<file path="src/rtl/cpra_pkg.sv">
// Shared types and codes for the contiguous page-run allocator.
// Holds page mark codes, status codes, request kinds, register indexes and
// the configuration word type. No dependencies.
package cpra_pkg;

   localparam int unsigned PAGE_W  = 20;
   localparam int unsigned COUNT_W = 13;
   localparam int unsigned MARK_W  = 3;
   localparam int unsigned CSR_IDX_W = 2;

   typedef logic [PAGE_W-1:0]    page_type;
   typedef logic [COUNT_W-1:0]   count_type;
   typedef logic [MARK_W-1:0]    mark_type;
   typedef logic [2:0]           status_type;
   typedef logic [CSR_IDX_W-1:0] csr_idx_type;

   // Per-page marks
   localparam mark_type MARK_FREE  = 3'd0;
   localparam mark_type MARK_USED  = 3'd1;
   localparam mark_type MARK_START = 3'd2;
   localparam mark_type MARK_END   = 3'd3;
   localparam mark_type MARK_BOTH  = 3'd4;

   // Result status codes
   localparam status_type ST_OK          = 3'd0;
   localparam status_type ST_EXHAUSTED   = 3'd1;
   localparam status_type ST_BAD_COUNT   = 3'd2;
   localparam status_type ST_NOT_ALLOC   = 3'd3;
   localparam status_type ST_BAD_MARKS   = 3'd4;
   localparam status_type ST_OUT_OF_HEAP = 3'd5;

   // Request kinds
   localparam logic KIND_ALLOC = 1'b0;
   localparam logic KIND_FREE  = 1'b1;

   // Register indexes
   localparam csr_idx_type CSR_HEAP_BASE = 2'd0;
   localparam csr_idx_type CSR_RES_FIRST = 2'd1;
   localparam csr_idx_type CSR_RES_LAST  = 2'd2;

   // Register reset values
   localparam page_type HEAP_BASE_RST = 20'h00000;
   localparam page_type RES_FIRST_RST = 20'hD0000;
   localparam page_type RES_LAST_RST  = 20'hDFFFF;

   typedef struct packed {
      page_type heap_base;
      page_type res_first;
      page_type res_last;
   } cfg_type;

endpackage

</file>
<file path="src/rtl/cpra_page_check.sv">
// Decides whether a heap page counts as free: its mark is free and its
// absolute page lies outside the reserved window. Depends on cpra_pkg.
module cpra_page_check #(
   parameter int unsigned IDX_W = 12
) (
   input  cpra_pkg::cfg_type   cfg,
   input  logic [IDX_W-1:0]    idx,
   input  cpra_pkg::mark_type  mark,
   output logic                page_free
);

   cpra_pkg::page_type abs_page;
   logic               in_window;

   // Absolute page, wrapped to the page width
   assign abs_page = cfg.heap_base + cpra_pkg::PAGE_W'(idx);

   // An inverted window is empty
   assign in_window = (cfg.res_first <= cfg.res_last) &&
                      (abs_page >= cfg.res_first) && (abs_page <= cfg.res_last);

   assign page_free = (mark == cpra_pkg::MARK_FREE) && !in_window;

endmodule

</file>
<file path="config.mk">
export PLATFORM = sky130hd
export DESIGN_NAME = cpra_page_check
export DESIGN_NICKNAME = d
export VERILOG_FILES = /design/src/rtl/cpra_pkg.sv /design/src/rtl/cpra_page_check.sv
export SDC_FILE = /design/constraint.sdc
export NUM_CORES = 1
export LEC_CHECK = 0
export BUFFER_PORTS_ARGS = -buffer_cell sky130_fd_sc_hd__buf_2
export CORE_UTILIZATION = 58
export DETAILED_ROUTE_END_ITERATION = 10
export GPL_ROUTABILITY_DRIVEN = 0
export PLACE_DENSITY = 0.95
export SETUP_SLACK_MARGIN = 0.1
export SYNTH_ARGS = -nofsm -noshare
export SYNTH_HDL_FRONTEND = slang
export SYNTH_SLANG_ARGS = --single-unit
</file>
<file path="constraint.sdc">
create_clock -name vclk -period 7.7
set_input_delay 0 -clock vclk [all_inputs]
set_output_delay 0 -clock vclk [all_outputs]
set_load 0.01 [all_outputs]
</file>
---- Word-level counts from Yosys, hierarchy flattened ----
Cells that the tools add are included.
W data, S select, Z words.
storage, ports and cells
  input bits .............................. 75
  logic and storage cells ................. 9
  output and inout port bits .............. 1
  flip-flop bits (word level) ............. 0
operators by class
  reductions and logical operators ........ 5
  add/subtract/negate cells ............... 1
  magnitude comparators ................... 3
operators by type and width
  cell                 number
  $le A20 B20 Y1       2
  $add A20 B12 Y20     1
  $ge A20 B20 Y1       1
  $logic_and A1 B1 Y1  3
  $logic_not A3 Y1     1
  $logic_not A1 Y1     1

---- Depth between registers and ports, before layout ----
  depth after elaboration ................. 6
  mapped depth ............................ 15
  gate-level depth less buffers ........... 15

---- Least setup slack after synthesis ----
Ideal clock, no wire load.
  kind .................................... input to output
  start point ............................. input port cfg[40] (netlist bit)
  end point ............................... output port page_free
  data required time ...................... 7.700 ns
  path buffers ............................ 0
  arrival time ............................ 2.958 ns
  path slack .............................. 4.742 ns
  cell stages on the path ................. 14
  cell sequence ........................... ha_1 -> fa_1 -> a21oi_1 -> nand4b_1 -> a21boi_4 -> a211oi_2 -> mux2i_1 -> o2111ai_1 -> ha_1 -> nand4_1 -> nor4_1 -> a221oi_1 -> a31o_1 -> o211ai_1
on the way
  word-level cells in the longest chain between the ends .. 6
  elaborated cells on any way between the ends .. 7
  classes of those cells .................. add/sub (1); order compare (2); reduce/logical (4)
RTL lines
  what                   RTL line               text
  from (decl)            cpra_page_check.sv:6   input cpra_pkg::cfg_type cfg,
  $add A20 B12 Y20 *     cpra_page_check.sv:16  assign abs_page = cfg.heap_base + cpra_pkg::PAGE_W'(idx);
  $ge A20 B20 Y1         cpra_page_check.sv:20  (abs_page >= cfg.res_first) && (abs_page <= cfg.res_last);
  $logic_and A1 B1 Y1    cpra_page_check.sv:19  assign in_window = (cfg.res_first <= cfg.res_last) &&
  $logic_and A1 B1 Y1 *  cpra_page_check.sv:20
  $logic_not A1 Y1 *     cpra_page_check.sv:22  assign page_free = (mark == cpra_pkg::MARK_FREE) && !in_window;
  $logic_and A1 B1 Y1 *  cpra_page_check.sv:22
  to (decl)              cpra_page_check.sv:9   output logic page_free
Every way passes the cells marked *; elsewhere a longest branch is shown, timed or not.

---- Final worst setup path ----
Same ends and word-level chain as after synthesis.

==> impl_results.md <==
- Tot Pwr: 201.0 uW
- Final net count: 513
- Initial core utilization: 60.32%
- Ports: 76
- Pre-antenna DRT Iters: 4
- Mapped Cells: 287
- Count of input and output buffers: 76
- Max-slew headroom: 73.96%
- HP Class: input pin to primary output
- Largest stage delay on the critical path: 400 ps
- Final Hold Fails: 0
- Synth area leaders: ha_1 41%, inv_1 8.2%, a21oi_1 5.4%
- Core box area: 3661 um^2
- FF+latch area: 0 um^2
- Yosys top cell area share: 40.79%
- Compound-Gate Fraction of Synth Area: between 20% and 30%
- Global-route wire length before repair: 9335 um
- Setup WS pre-CTS: 4218 ps
- Cell accounting for the most synthesized area: ha_1
- Synthesized area: 2208 um^2
- Multiplexer share of the synthesized area: 0.4533%
- Pwr Density: 75.89 nW/um^2
- Seq/Total Area, Yosys: 0%
- Layout Utilization: 72.35%
- Crit path kind: input pin to primary output
- Worst-path cell chain: buf_2 > ha_1 > fa_1 > a21oi_1 > nand4b_1 > a21boi_4 > a211oi_2 > mux2i_1 > o2111ai_1 > ha_1 > nand4_1 > nor4_1 > a221oi_1 > a31o_1 > o211ai_1 > buf_2
- Post-synthesis simple-gate area fraction: 18.70%
- Crit path DAT: 3550 ps
- Final min period: 3546 ps
- Via count: ~2.3k
- Yosys warnings: 0
- Largest net degree at the start of global routing: 7
- Post-CTS setup buffers: 0
- Synth unique cells: 47
- Post-synthesis to final-layout area growth: 19.94%
- Starting DRC count in detailed routing: 68
- XOR/XNOR Fraction of Synth Area: approximately 6.3%
- PostCTS Resize Cnt: 0
- Post-route cell area: 2649 um^2
- Initial antenna violation count: 0
- N_diodes: 0
- Pins Over Slew Limit: 0
- Vias per cell: 5.676
- Leak pwr: 1.517 nW
- CP max stage cell: fa_1
- GR Util All Layers: 27.53%
- RSZ-0062 raised after global routing: false
- Overall die area: 4058 um^2
- Placed Area: approximately 2600 um^2
- Fmax: between 0.2 and 0.3 GHz
- Sequential cell count: 0
- Syn_area_per_cell: 7.695 um^2
- # Max-Cap Violations: 0
- Post-route ant nets: 0
- Main combinational cell family by area after synthesis: adder cells
- Chip width: 63.71 um
- Cell Count, Final, Fillers Out: 411
- Post-Place Cells: 411
- Actual slew at the worst max-slew pin: between 300 and 400 ps
- Number of global-route vias before repair: about 2.3k
- Crit path capture type: primary output
- TNS Setup: 0 ps
- DRT Wirelength: between 5000 and 6000 um
- Synth Area in Adders: between 40% and 50%
- # clk buffers: 0
- DRC: 0
- Grt ovf: 0
- Max FO, Critical Path: 4
- Final Setup Violations: 0
- Status: complete, no violations
- Die Y: 63.71 um
- Layout cells sized above 1: between 20% and 30%
- CTS hold repair buffers: 0
- # rows: 22
- Hpwl dp: 5010 um
- Fin worst setup slack: 4154 ps
- Worst VDD drop: 0.00004432 V
- Routed WL per cell: 13.19 um
- WP data required: 7700 ps
- Hold slack: 471.0 ps
- Tcrit/Tclk final: 46.05%
- Post-synth net total: 435
- CP Launch Type: input pin
-- placed cells by master (no fill, tap or decap), drive strengths merged, types with 3 or more instances in the layout --
| cell type | Yosys | final |
|---|---|---|
| o2111ai | 3 | 3 |
| inv | 48 | 48 |
| nor3 | 7 | 7 |
| a21o | 10 | 10 |
| and3 | 3 | 3 |
| nor2 | 12 | 12 |
| xnor2 | 8 | 8 |
| and4 | 4 | 4 |
| nand3 | 11 | 11 |
| buf | 0 | 76 |
| nand2b | 3 | 3 |
| a211oi | 5 | 5 |
| o21a | 5 | 5 |
| a21boi | 3 | 3 |
| xor2 | 8 | 8 |
| ha | 72 | 72 |
| a21oi | 27 | 27 |
| o21ai | 11 | 11 |
| nand4 | 7 | 7 |
| nand2 | 15 | 15 |
-- worst max-delay path, delay by kind of cell --
family / cells / cell delay (ps)
AND/OR/NAND/NOR: 3 / 710
multiplexers: 1 / 220
buffers and inverters: 2 / 260
adder cells (fa/ha/maj): 3 / 940
AO/OA/AOI/OAI: 7 / 1410
-- layer usage --
metal	track usage [%]	share of wire, %
met1	31.34	44
met2	55.19	52
met3	1.268	3.4
met4	5.114	0.76
met5	0	0
-- power breakdown --
group | total, mW | internal (mW) | switching, mW
registers | 0 | 0 | 0
logic | 0.201 | 0.0919 | 0.109
clock network | 0 | 0 | 0
total | 0.201 | 0.0919 | 0.109
-- logic make-up after synthesis --
logic type,count (synthesis)
multiplexers,1
XOR/XNOR,16
buffers and inverters,48
AO/OA/AOI/OAI,76
adder cells (fa/ha/maj),73
AND/OR/NAND/NOR,73
-- cell type report --
cell class                      count  area (um^2)
Fill cell                         304         1012
Inverter                           48        180.2
Multi-Input combinational cell    239         2028
Tap cell                           48        60.06
Timing Repair Buffer               76        380.4
-- final timing paths --
path,start,to,slack (ps),cells past startpoint
hold / removal,mark[2],page_free,470,4
setup / recovery,cfg[40],page_free,4150,16
-- synthesized netlist by cell type (2+ instances only) --
master,n
a21o_1,10
o21a_1,5
nor2_1,12
nand2b_1,3
a21oi_1,24
nor3_2,3
nand3_1,10
o31ai_1,2
o21ai_0,7
nor2b_1,2
a211oi_1,3
and4_1,4
xnor2_1,8
xor2_1,8
a221oi_1,2
nand2_1,15
nand4_1,7
o21bai_1,2
a21boi_0,2
a21oi_2,3
or3_1,2
o211ai_1,2
nor3_1,4
o2111ai_1,2
and3_1,2
o21ai_1,4
inv_1,48
ha_1,72
Note: power is estimated with default switching activity, not from simulation.
